--- src/rtl/core/cmfs_pkg.sv ---
package cmfs_pkg;

    localparam int COMPONENT_BITS_DEF   = 16;
    localparam int UV_FRACTION_BITS_DEF = 16;

    localparam int FACE_W = 3;

    localparam int QUEUE_DEPTH = 4;
    localparam int QUEUE_AW    = $clog2(QUEUE_DEPTH);

    typedef enum logic [FACE_W-1:0] {
        FACE_POS_X = 3'd0,
        FACE_NEG_X = 3'd1,
        FACE_POS_Y = 3'd2,
        FACE_NEG_Y = 3'd3,
        FACE_POS_Z = 3'd4,
        FACE_NEG_Z = 3'd5
    } face_t;

endpackage

--- src/rtl/core/cube_map_face_select.sv ---
// Throughput: one word per cycle unless m_axis_tready holds it back; a stalled m_axis side holds
// the whole divider pipeline, and the 4-entry queue takes words from the front end until it is full.
// The datapath is a two-stage classifier, a 4-entry queue and a divider pipeline of UV_FRACTION_BITS + 2
// stages, one restoring step per stage, followed by the output register.
// Reset (aresetn low, synchronous) clears all valid flags and the queue; data is not reset.
module cube_map_face_select #(
    parameter int COMPONENT_BITS   = cmfs_pkg::COMPONENT_BITS_DEF,
    parameter int UV_FRACTION_BITS = cmfs_pkg::UV_FRACTION_BITS_DEF
) (
    input  logic aclk,
    input  logic aresetn,
    input  logic s_axis_tvalid,
    output logic s_axis_tready,
    // dir_x, dir_y, dir_z
    input  logic [((3*COMPONENT_BITS+7)/8)*8-1:0] s_axis_tdata,
    output logic m_axis_tvalid,
    input  logic m_axis_tready,
    // face, coord_u, coord_v
    output logic [((cmfs_pkg::FACE_W+2*UV_FRACTION_BITS+2+7)/8)*8-1:0] m_axis_tdata
);
    import cmfs_pkg::*;

    localparam int QW = FACE_W + 1 + 3 * (COMPONENT_BITS + 1);

    logic          push_valid, q_full;
    logic          q_pop, q_valid;
    logic [QW-1:0] push_data, q_data;

    cmfs_front #(
        .COMPONENT_BITS(COMPONENT_BITS)
    ) u_front (
        .aclk         (aclk),
        .aresetn      (aresetn),
        .s_axis_tvalid(s_axis_tvalid),
        .s_axis_tready(s_axis_tready),
        .s_axis_tdata (s_axis_tdata),
        .push_valid   (push_valid),
        .push_data    (push_data),
        .q_full       (q_full)
    );

    cmfs_queue #(
        .W(QW)
    ) u_queue (
        .aclk     (aclk),
        .aresetn  (aresetn),
        .push     (push_valid),
        .push_data(push_data),
        .full     (q_full),
        .pop      (q_pop),
        .pop_valid(q_valid),
        .pop_data (q_data)
    );

    cmfs_back #(
        .COMPONENT_BITS  (COMPONENT_BITS),
        .UV_FRACTION_BITS(UV_FRACTION_BITS)
    ) u_back (
        .aclk         (aclk),
        .aresetn      (aresetn),
        .q_valid      (q_valid),
        .q_data       (q_data),
        .q_pop        (q_pop),
        .m_axis_tvalid(m_axis_tvalid),
        .m_axis_tready(m_axis_tready),
        .m_axis_tdata (m_axis_tdata)
    );

endmodule

--- src/rtl/core/cmfs_front.sv ---
module cmfs_front #(
    parameter int COMPONENT_BITS = cmfs_pkg::COMPONENT_BITS_DEF
) (
    input  logic                                 aclk,
    input  logic                                 aresetn,
    input  logic                                 s_axis_tvalid,
    output logic                                 s_axis_tready,
    // dir_x, dir_y, dir_z
    input  logic [((3*COMPONENT_BITS+7)/8)*8-1:0] s_axis_tdata,
    output logic                                 push_valid,
    // face, zero, den, au, av
    output logic [cmfs_pkg::FACE_W+1+3*(COMPONENT_BITS+1)-1:0] push_data,
    input  logic                                 q_full
);
    import cmfs_pkg::*;

    localparam int C = COMPONENT_BITS;

    logic              f1_valid_reg, f1_valid_next;
    logic              f2_valid_reg, f2_valid_next;
    logic              f2_take;

    logic signed [C:0] xe, ye, ze;
    logic signed [C:0] xv_reg, yv_reg, zv_reg;
    logic signed [C:0] xn_reg, yn_reg, zn_reg;
    logic signed [C:0] xn_next, yn_next, zn_next;
    logic [C-1:0]      ax_reg, ay_reg, az_reg;
    logic [C-1:0]      ax_next, ay_next, az_next;

    face_t             face_sel;
    logic [C-1:0]      m_sel;
    logic signed [C:0] qu_sel, qv_sel;
    logic [C+1:0]      au_sum, av_sum;
    logic              zero_sel;

    logic [FACE_W-1:0] face_reg;
    logic              zero_reg;
    logic [C:0]        den_reg, au_reg, av_reg;

    assign xe = (C+1)'($signed(s_axis_tdata[0 +: C]));
    assign ye = (C+1)'($signed(s_axis_tdata[C +: C]));
    assign ze = (C+1)'($signed(s_axis_tdata[2*C +: C]));

    assign f2_take       = !f2_valid_reg || !q_full;
    assign s_axis_tready = !f1_valid_reg || f2_take;
    assign push_valid    = f2_valid_reg;
    assign push_data     = {av_reg, au_reg, den_reg, zero_reg, face_reg};

    // stage 1: negate and take magnitudes
    always_comb begin
        xn_next = -xe;
        yn_next = -ye;
        zn_next = -ze;
        ax_next = xe[C] ? xn_next[C-1:0] : xe[C-1:0];
        ay_next = ye[C] ? yn_next[C-1:0] : ye[C-1:0];
        az_next = ze[C] ? zn_next[C-1:0] : ze[C-1:0];
    end

    // stage 2: major axis, face and numerators
    always_comb begin
        zero_sel = (ax_reg == '0) && (ay_reg == '0) && (az_reg == '0);
        if (ax_reg >= ay_reg && ax_reg >= az_reg) begin
            m_sel = ax_reg;
            qv_sel = yn_reg;
            if (!xv_reg[C]) begin
                face_sel = FACE_POS_X;
                qu_sel   = zn_reg;
            end else begin
                face_sel = FACE_NEG_X;
                qu_sel   = zv_reg;
            end
        end else if (ay_reg >= az_reg) begin
            m_sel  = ay_reg;
            qu_sel = xv_reg;
            if (!yv_reg[C]) begin
                face_sel = FACE_POS_Y;
                qv_sel   = zv_reg;
            end else begin
                face_sel = FACE_NEG_Y;
                qv_sel   = zn_reg;
            end
        end else begin
            m_sel  = az_reg;
            qv_sel = yn_reg;
            if (!zv_reg[C]) begin
                face_sel = FACE_POS_Z;
                qu_sel   = xv_reg;
            end else begin
                face_sel = FACE_NEG_Z;
                qu_sel   = xn_reg;
            end
        end
        if (zero_sel) begin
            face_sel = FACE_POS_Z;
        end
        au_sum = (C+2)'(qu_sel) + {2'b00, m_sel};
        av_sum = (C+2)'(qv_sel) + {2'b00, m_sel};
    end

    always_comb begin
        f1_valid_next = s_axis_tready ? s_axis_tvalid : f1_valid_reg;
        f2_valid_next = f2_take ? f1_valid_reg : f2_valid_reg;
    end

    always_ff @(posedge aclk) begin
        if (!aresetn) begin
            f1_valid_reg <= 1'b0;
            f2_valid_reg <= 1'b0;
        end else begin
            f1_valid_reg <= f1_valid_next;
            f2_valid_reg <= f2_valid_next;
        end
    end

    always_ff @(posedge aclk) begin
        if (s_axis_tready) begin
            xv_reg <= xe;
            yv_reg <= ye;
            zv_reg <= ze;
            xn_reg <= xn_next;
            yn_reg <= yn_next;
            zn_reg <= zn_next;
            ax_reg <= ax_next;
            ay_reg <= ay_next;
            az_reg <= az_next;
        end
        if (f2_take) begin
            face_reg <= face_sel;
            zero_reg <= zero_sel;
            den_reg  <= {m_sel, 1'b0};
            au_reg   <= au_sum[C:0];
            av_reg   <= av_sum[C:0];
        end
    end

endmodule

--- src/rtl/core/cmfs_queue.sv ---
module cmfs_queue #(
    parameter int W = 8
) (
    input  logic         aclk,
    input  logic         aresetn,
    input  logic         push,
    input  logic [W-1:0] push_data,
    output logic         full,
    input  logic         pop,
    output logic         pop_valid,
    output logic [W-1:0] pop_data
);
    import cmfs_pkg::*;

    logic [W-1:0]        mem_reg [QUEUE_DEPTH];
    logic [QUEUE_AW-1:0] wr_ptr_reg, wr_ptr_next;
    logic [QUEUE_AW-1:0] rd_ptr_reg, rd_ptr_next;
    logic [QUEUE_AW:0]   count_reg, count_next;
    logic                wr_en, rd_en;

    assign full      = count_reg == (QUEUE_AW+1)'(QUEUE_DEPTH);
    assign pop_valid = count_reg != '0;
    assign pop_data  = mem_reg[rd_ptr_reg];
    assign wr_en     = push && !full;
    assign rd_en     = pop && pop_valid;

    always_comb begin
        wr_ptr_next = wr_en ? wr_ptr_reg + 1'b1 : wr_ptr_reg;
        rd_ptr_next = rd_en ? rd_ptr_reg + 1'b1 : rd_ptr_reg;
        count_next  = count_reg + (QUEUE_AW+1)'(wr_en) - (QUEUE_AW+1)'(rd_en);
    end

    always_ff @(posedge aclk) begin
        if (!aresetn) begin
            wr_ptr_reg <= '0;
            rd_ptr_reg <= '0;
            count_reg  <= '0;
        end else begin
            wr_ptr_reg <= wr_ptr_next;
            rd_ptr_reg <= rd_ptr_next;
            count_reg  <= count_next;
        end
    end

    always_ff @(posedge aclk) begin
        if (wr_en) begin
            mem_reg[wr_ptr_reg] <= push_data;
        end
    end

endmodule

--- src/rtl/core/cmfs_back.sv ---
module cmfs_back #(
    parameter int COMPONENT_BITS   = cmfs_pkg::COMPONENT_BITS_DEF,
    parameter int UV_FRACTION_BITS = cmfs_pkg::UV_FRACTION_BITS_DEF
) (
    input  logic aclk,
    input  logic aresetn,
    input  logic q_valid,
    // face, zero, den, au, av
    input  logic [cmfs_pkg::FACE_W+1+3*(COMPONENT_BITS+1)-1:0] q_data,
    output logic q_pop,
    output logic m_axis_tvalid,
    input  logic m_axis_tready,
    // face, coord_u, coord_v
    output logic [((cmfs_pkg::FACE_W+2*UV_FRACTION_BITS+2+7)/8)*8-1:0] m_axis_tdata
);
    import cmfs_pkg::*;

    localparam int C  = COMPONENT_BITS;
    localparam int F  = UV_FRACTION_BITS;
    localparam int NS = F + 2;
    localparam int OW = ((FACE_W + 2*F + 2 + 7) / 8) * 8;
    localparam logic [F:0] COORD_HALF = (F+1)'(1) << (F - 1);

    logic              en;
    logic [FACE_W-1:0] in_face;
    logic              in_zero;
    logic [C:0]        in_den, in_au, in_av;

    logic [NS-1:0]     vld_reg, vld_next;
    logic [FACE_W-1:0] face_reg [NS];
    logic [FACE_W-1:0] face_next [NS];
    logic [NS-1:0]     zero_reg, zero_next;
    logic [C:0]        den_reg [NS];
    logic [C:0]        den_src [NS];
    logic [C:0]        rem_u_reg [NS];
    logic [C:0]        rem_v_reg [NS];
    logic [C:0]        rem_u_next [NS];
    logic [C:0]        rem_v_next [NS];
    logic [C:0]        trial_u [NS];
    logic [C:0]        trial_v [NS];
    logic [F+1:0]      quo_u_reg [NS];
    logic [F+1:0]      quo_v_reg [NS];
    logic [F+1:0]      quo_u_src [NS];
    logic [F+1:0]      quo_v_src [NS];
    logic [F+1:0]      quo_u_next [NS];
    logic [F+1:0]      quo_v_next [NS];
    logic [NS-1:0]     bit_u, bit_v;

    logic              out_valid_reg;
    logic [FACE_W-1:0] out_face_reg;
    logic [F:0]        out_u_reg, out_v_reg, out_u_next, out_v_next;
    logic [F+2:0]      sum_u, sum_v;

    assign in_face = q_data[0 +: FACE_W];
    assign in_zero = q_data[FACE_W];
    assign in_den  = q_data[FACE_W+1 +: C+1];
    assign in_au   = q_data[FACE_W+C+2 +: C+1];
    assign in_av   = q_data[FACE_W+2*C+3 +: C+1];

    assign en            = !out_valid_reg || m_axis_tready;
    assign q_pop         = en && q_valid;
    assign m_axis_tvalid = out_valid_reg;
    assign m_axis_tdata  = OW'({out_v_reg, out_u_reg, out_face_reg});

    // one restoring step per stage, both coordinates side by side
    always_comb begin
        den_src[0]   = in_den;
        trial_u[0]   = in_au;
        trial_v[0]   = in_av;
        quo_u_src[0] = '0;
        quo_v_src[0] = '0;
        face_next[0] = in_face;
        zero_next[0] = in_zero;
        vld_next[0]  = q_valid;
        for (int k = 1; k < NS; k++) begin
            den_src[k]   = den_reg[k-1];
            trial_u[k]   = {rem_u_reg[k-1][C-1:0], 1'b0};
            trial_v[k]   = {rem_v_reg[k-1][C-1:0], 1'b0};
            quo_u_src[k] = quo_u_reg[k-1];
            quo_v_src[k] = quo_v_reg[k-1];
            face_next[k] = face_reg[k-1];
            zero_next[k] = zero_reg[k-1];
            vld_next[k]  = vld_reg[k-1];
        end
        for (int k = 0; k < NS; k++) begin
            bit_u[k]      = trial_u[k] >= den_src[k];
            bit_v[k]      = trial_v[k] >= den_src[k];
            rem_u_next[k] = bit_u[k] ? trial_u[k] - den_src[k] : trial_u[k];
            rem_v_next[k] = bit_v[k] ? trial_v[k] - den_src[k] : trial_v[k];
            quo_u_next[k] = {quo_u_src[k][F:0], bit_u[k]};
            quo_v_next[k] = {quo_v_src[k][F:0], bit_v[k]};
        end
    end

    // quotient carries one extra bit; halve it rounding up (a zero vector gives COORD_HALF)
    always_comb begin
        sum_u = {1'b0, quo_u_reg[NS-1]} + (F+3)'(1);
        sum_v = {1'b0, quo_v_reg[NS-1]} + (F+3)'(1);
        out_u_next = zero_reg[NS-1] ? COORD_HALF : sum_u[F+1:1];
        out_v_next = zero_reg[NS-1] ? COORD_HALF : sum_v[F+1:1];
    end

    always_ff @(posedge aclk) begin
        if (!aresetn) begin
            vld_reg       <= '0;
            out_valid_reg <= 1'b0;
        end else if (en) begin
            vld_reg       <= vld_next;
            out_valid_reg <= vld_reg[NS-1];
        end
    end

    always_ff @(posedge aclk) begin
        if (en) begin
            face_reg     <= face_next;
            zero_reg     <= zero_next;
            den_reg      <= den_src;
            rem_u_reg    <= rem_u_next;
            rem_v_reg    <= rem_v_next;
            quo_u_reg    <= quo_u_next;
            quo_v_reg    <= quo_v_next;
            out_face_reg <= face_reg[NS-1];
            out_u_reg    <= out_u_next;
            out_v_reg    <= out_v_next;
        end
    end

endmodule

--- config.mk ---
export PLATFORM = sky130hd
export DESIGN_NAME = cube_map_face_select
export DESIGN_NICKNAME = d
export VERILOG_FILES = /design/src/rtl/core/cmfs_pkg.sv /design/src/rtl/core/cube_map_face_select.sv /design/src/rtl/core/cmfs_front.sv /design/src/rtl/core/cmfs_queue.sv /design/src/rtl/core/cmfs_back.sv
export SDC_FILE = /design/constraint.sdc
export NUM_CORES = 2
export LEC_CHECK = 0
export ABC_CLOCK_PERIOD_IN_PS = 85900
export BUFFER_PORTS_ARGS = -buffer_cell sky130_fd_sc_hd__clkbuf_2
export CORE_UTILIZATION = 50
export CTS_CLUSTER_SIZE = 30
export DETAILED_ROUTE_END_ITERATION = 10
export PLACE_DENSITY = 0.74
export SLEW_MARGIN = 20
export SYNTH_ARGS = -nofsm -noshare
export SYNTH_HDL_FRONTEND = slang
export SYNTH_SLANG_ARGS = --single-unit
export TNS_END_PERCENT = 1
--- constraint.sdc ---
create_clock -name aclk -period 85.9 [get_ports aclk]
set_input_delay 8.59 -clock aclk [delete_from_list [all_inputs] [get_ports aclk]]
set_output_delay 8.59 -clock aclk [all_outputs]
set_load 0.02 [all_outputs]
# Yosys cells after proc, flatten, opt, wreduce, memory -nomap -nowiden
# Memory sizes are Yosys's and may differ from the RTL's. A register that Yosys moved wholly into a read port is not among the register bits.
# Cells that the tools add are included.
# classes
addsub,45
mul,0
div_mod_pow,0
magnitude_cmp,39
eq_ne,1
shifts,0
n_mux,55
bitwise_logic,0
reduce_logical,17
# op_table
cell,n
$ge 17x17->1,36
$mux 16,36
$sub 16x16->16,34
$mux 17,7
$neg 16->17,3
$ge 16x16->1,3
$logic_not 16->1,3
$mux 15,3
$add 18x1->18 const B,2
$add 17x17->17,2
$logic_and 1x1->1,6
$mux 3,2
$mux 1,5
$add 2x1->2 const B,2
$logic_not 1->1,4
$mux 2,2
$add 3x1->3,1
$eq 3x3->1 const B,1
$logic_or 1x1->1,3
$reduce_bool 3->1,1
$sub 3x1->3,1
# word_totals
regBits,1513
latch_bits,0
ramBits,216
romBits,0
input_bits,52
elab_cells,323
mem_count,1
# memory_table
name,depth,width,rd,rd_ports_with_merged_regs,write_ports,line,rtl
u_queue.mem_reg,4,54,1,1,1,cmfs_queue.sv:15,logic [W-1:0] mem_reg [QUEUE_DEPTH];

# Logic depth before layout (Yosys ltp)
# logic_depth
ltp_word,6
mapped_depth,22
mapped_depth_nobuf,20

# By module
# From an unflattened synthesis, not the netlist that was laid out.
# hier_totals
hier_cells,7459
hier_area_um2,91789.3
# by_module_without_submodules
module,n_inst,cells_per_inst,area_per_inst_um2,seq_area_each_um2
cmfs_back,1,6166,72522.1,38937.3
cmfs_front,1,958,10784.1,5475.3
cmfs_queue,1,335,8483.1,6786.5

# Worst setup path after synthesis
# OpenSTA, ideal clock, no wires.
# synth_timing
path_type,input to register
start,in m_axis_tready
end,"reg u_back.den_reg[100] (netlist bit), enable pin"
arrival_ps,42110
t_required_ps,83822
slack_ps,41712
path_stages,3
cell_sequence,nor2b_1 -> clkinv_1 -> clkbuf_1
# synth_via
elab_chain_len,1
# synth_lines
item,line,rtl
start: declaration,cube_map_face_select.sv:17,"input logic m_axis_tready,"
$logic_or 1x1->1,cmfs_back.sv:60,assign en = !out_valid_reg || m_axis_tready;
end signal: assignment,cmfs_back.sv:117,den_reg <= den_src;
end: declaration,cmfs_back.sv:33,logic [C:0] den_reg [NS];
# No other way between the ends.
# A chain may end at the register's enable or synchronous reset.

# Final worst setup path
# layout_timing
start,in m_axis_tready
end,"reg u_back.quo_v_reg (netlist bit u_back.quo_v_next[204]), enable pin"
# layout_via
elab_chain_len,1
# layout_lines
item,line,rtl
$logic_or 1x1->1,cmfs_back.sv:60,
end signal: assignment,cmfs_back.sv:121,quo_v_reg <= quo_v_next;
end: declaration,cmfs_back.sv:42,logic [F+1:0] quo_v_reg [NS];
# No other way between the ends.

==> run metrics <==
hold buffer count at cts 0; YS warnings 0; Worst slew margin 0.261; number of global-route vias before repair 53100; cells along the critical path clkbuf_2, nor2b_1, buf_4, inv_8, buf_4, buf_4, buf_4, buf_4; total met2 wirelength after detailed routing 91.8 mm; vertical die dimension 422 um; max-cap check violation count 0; Largest stage delay, worst path 0.92 ns; slew of the pin with the lowest slew margin 1.11 ns; number of failing hold endpoints at the final stage 0; DRT Pass-1 Iters 5; final worst clock skew 0.0592 ns; effective utilization at floorplan 0.506; number of design-rule violations left by the first detailed-router iteration 3947; top layer in use met5; largest net degree at the start of global routing 158; number of port buffers 90; sinks on the clock net 1662; worst slack at placement 72.26 ns; Final Routed Wirelength 190 mm; Final HPWL DP 142 mm; predominant post-synthesis flop cell edfxtp_1; Fmax achieved 0.0788 GHz; number of synthesized flops with an enable pin 1632; Critical Path AT 13.08 ns; count leader, synth edfxtp_1; setup_tns 0 ns; largest cells by area after synthesis edfxtp_1, ha_1, mux2_2; most used cell, CP buf_4; ys async rst share 0; die boundary width 422 um; total number of nets in the final design 7821; area share of the largest cell type after synthesis 0.554; antenna violations before repair 3; ANT nets after route 0; Synth Cell Area 88400 um2; share of the cycle needed by the critical path after routing 0.148; met3 wire len 8.74 mm; number of top-level pins 94; area overhead of the layout relative to synthesis 10.1%; number of levels the H-tree was split into 4; total of flip-flops plus latches after synthesis 1662; first-pass GRT wire length 295 mm; setup repair after global routing missed its margin false; floorplan die area 179000 um2; hold path cells 0; most instantiated cells after synthesis edfxtp_1, ha_1, inv_1, nor2_1, a21oi_1; critical-path cell with the highest stage delay buf_4; number of gates given a new drive strength after cts 0; Gate Count Post-Synth 6865; Avg Vias per Cell 5.68; all-layer global routing usage 0.210; Finish-stage setup viols 0; length in cells of the worst reg-to-reg path 19; sum of overflow across all layers after global routing 0; max FFs per register 272; average detailed-routed wire length per instance 19.9 um; critical path type in2reg; cell type contributing the most total cell area after synthesis edfxtp_1; Worst-path clk slew 0.06 ns; CTS tree built; Clock Tree Root clkbuf_16; setup slack of the critical path after layout 73.22 ns; Final Critical Period 12.68 ns; register area share after synthesis 0.561; via count 54100; critical path peak fanout 120; Slew Limit Fails 0; number of buffers created by CTS 173; mean cell area of the mapped netlist 12.9 um2; core area 175000 um2; final RePlAce weighted congestion 0.908; wire length on met1 82.8 mm; row count 153; classification of the worst-slack hold path reg2reg; Worst Setup Start Kind primary input; status complete, no violations; Critical Path End Type register; number of remaining DRC errors 0; buffers from clock root to sink, at most 3; share of cells above drive strength 1 0.126; Distinct cells, synth 90; setup fix buffers added after clock tree synthesis 0; clock latency of the later-clocked register in the worst-skew pair 0.84 ns; Required @ worst endpoint 86.30 ns
[through the flow]
step / utilization / hold slack (ns) / cell area [um2] / cells
CTS: 0.557 / 0.370 / 97400 / 9528
finish: 0.557 / 0.384 / 97400 / 9531
global route: 0.557 / 0.382 / 97400 / 9529
floorplan: - / 0.400 / 88400 / 6867
global placement: 0.524 / 0.401 / 91600 / 9215
detailed placement: 0.524 / 0.405 / 91600 / 9216
[logic make-up after synthesis]
kind of cell	count (synthesis)	synth area share
compound gates	1277	0.0958
xor+xnor	482	0.0478
fa+ha+maj	702	0.102
buf+inv	618	0.0280
flops	1662	0.561
mux	541	0.0740
other cells	1	0.0000424
simple gates	1582	0.0907
[worst max-delay path: cells and delay by family]
family	cells	cell delay (ns)
buffers and inverters	7	4.20
and+or+nand+nor	1	0.03
[worst paths after layout]
kind                                 endpoint  slack [ns]                             from
max          u_back.quo_v_next[204]$_DFFE_PN_       73.22                    m_axis_tready
max reg2reg      u_front.av_reg[16]$_DFFE_PP_       79.88     u_front.ax_reg[11]$_DFFE_PP_
min reg2reg   u_back.quo_v_next[27]$_DFFE_PN_        0.38  u_back.quo_v_next[44]$_DFFE_PN_
min           u_back.quo_v_next[27]$_DFFE_PN_        0.38  u_back.quo_v_next[44]$_DFFE_PN_
[layer usage]
| layer | global-route usage | vias up |
|---|---|---|
| met3 | 0.0294 | 351 |
| met4 | 0.0772 | 4 |
| li1 | - | 26200 |
| met2 | 0.353 | 1332 |
| met5 | 0 | - |
| met1 | 0.276 | 26300 |
[cells in the final DEF (no fill, tap or decap), types with 27 or more instances in the layout]
cell,n
a211oi_1,56
nor2_1,411
nand4_1,125
o21a_1,81
a21boi_0,40
mux4_2,50
and2_1,33
o21ai_0,209
nand3_1,86
mux2_1,66
fa_1,37
or3_1,59
mux2i_1,87
nor4_1,40
dfxtp_1,28
ha_1,665
inv_1,519
a21o_1,113
nor2b_1,151
clkinv_2,33
a31oi_1,76
xor2_1,143
or2_2,37
clkbuf_2,90
clkbuf_16,175
nand2b_1,80
nor3_1,160
o211ai_1,34
a21oi_1,406
clkbuf_1,27
buf_4,29
o21bai_1,32
mux2_2,338
nand2_1,296
edfxtp_1,1632
xnor2_1,339
[layout make-up]
| class | count | area [um2] |
|---|---|---|
| Clock buffer | 205 | 4520 |
| Antenna cell | 2 | 5.00 |
| Fill cell | 14100 | 77400 |
| Inverter | 521 | 1960 |
| Sequential cell | 1662 | 49600 |
| Clock inverter | 107 | 1260 |
| Multi-Input combinational cell | 4587 | 36400 |
| Timing Repair Buffer | 122 | 723 |
| Tap cell | 2325 | 2910 |
Power is left out: the tool's default activity adds up to more than one toggle a clock period on the data nets, which glitch-free logic cannot reach.
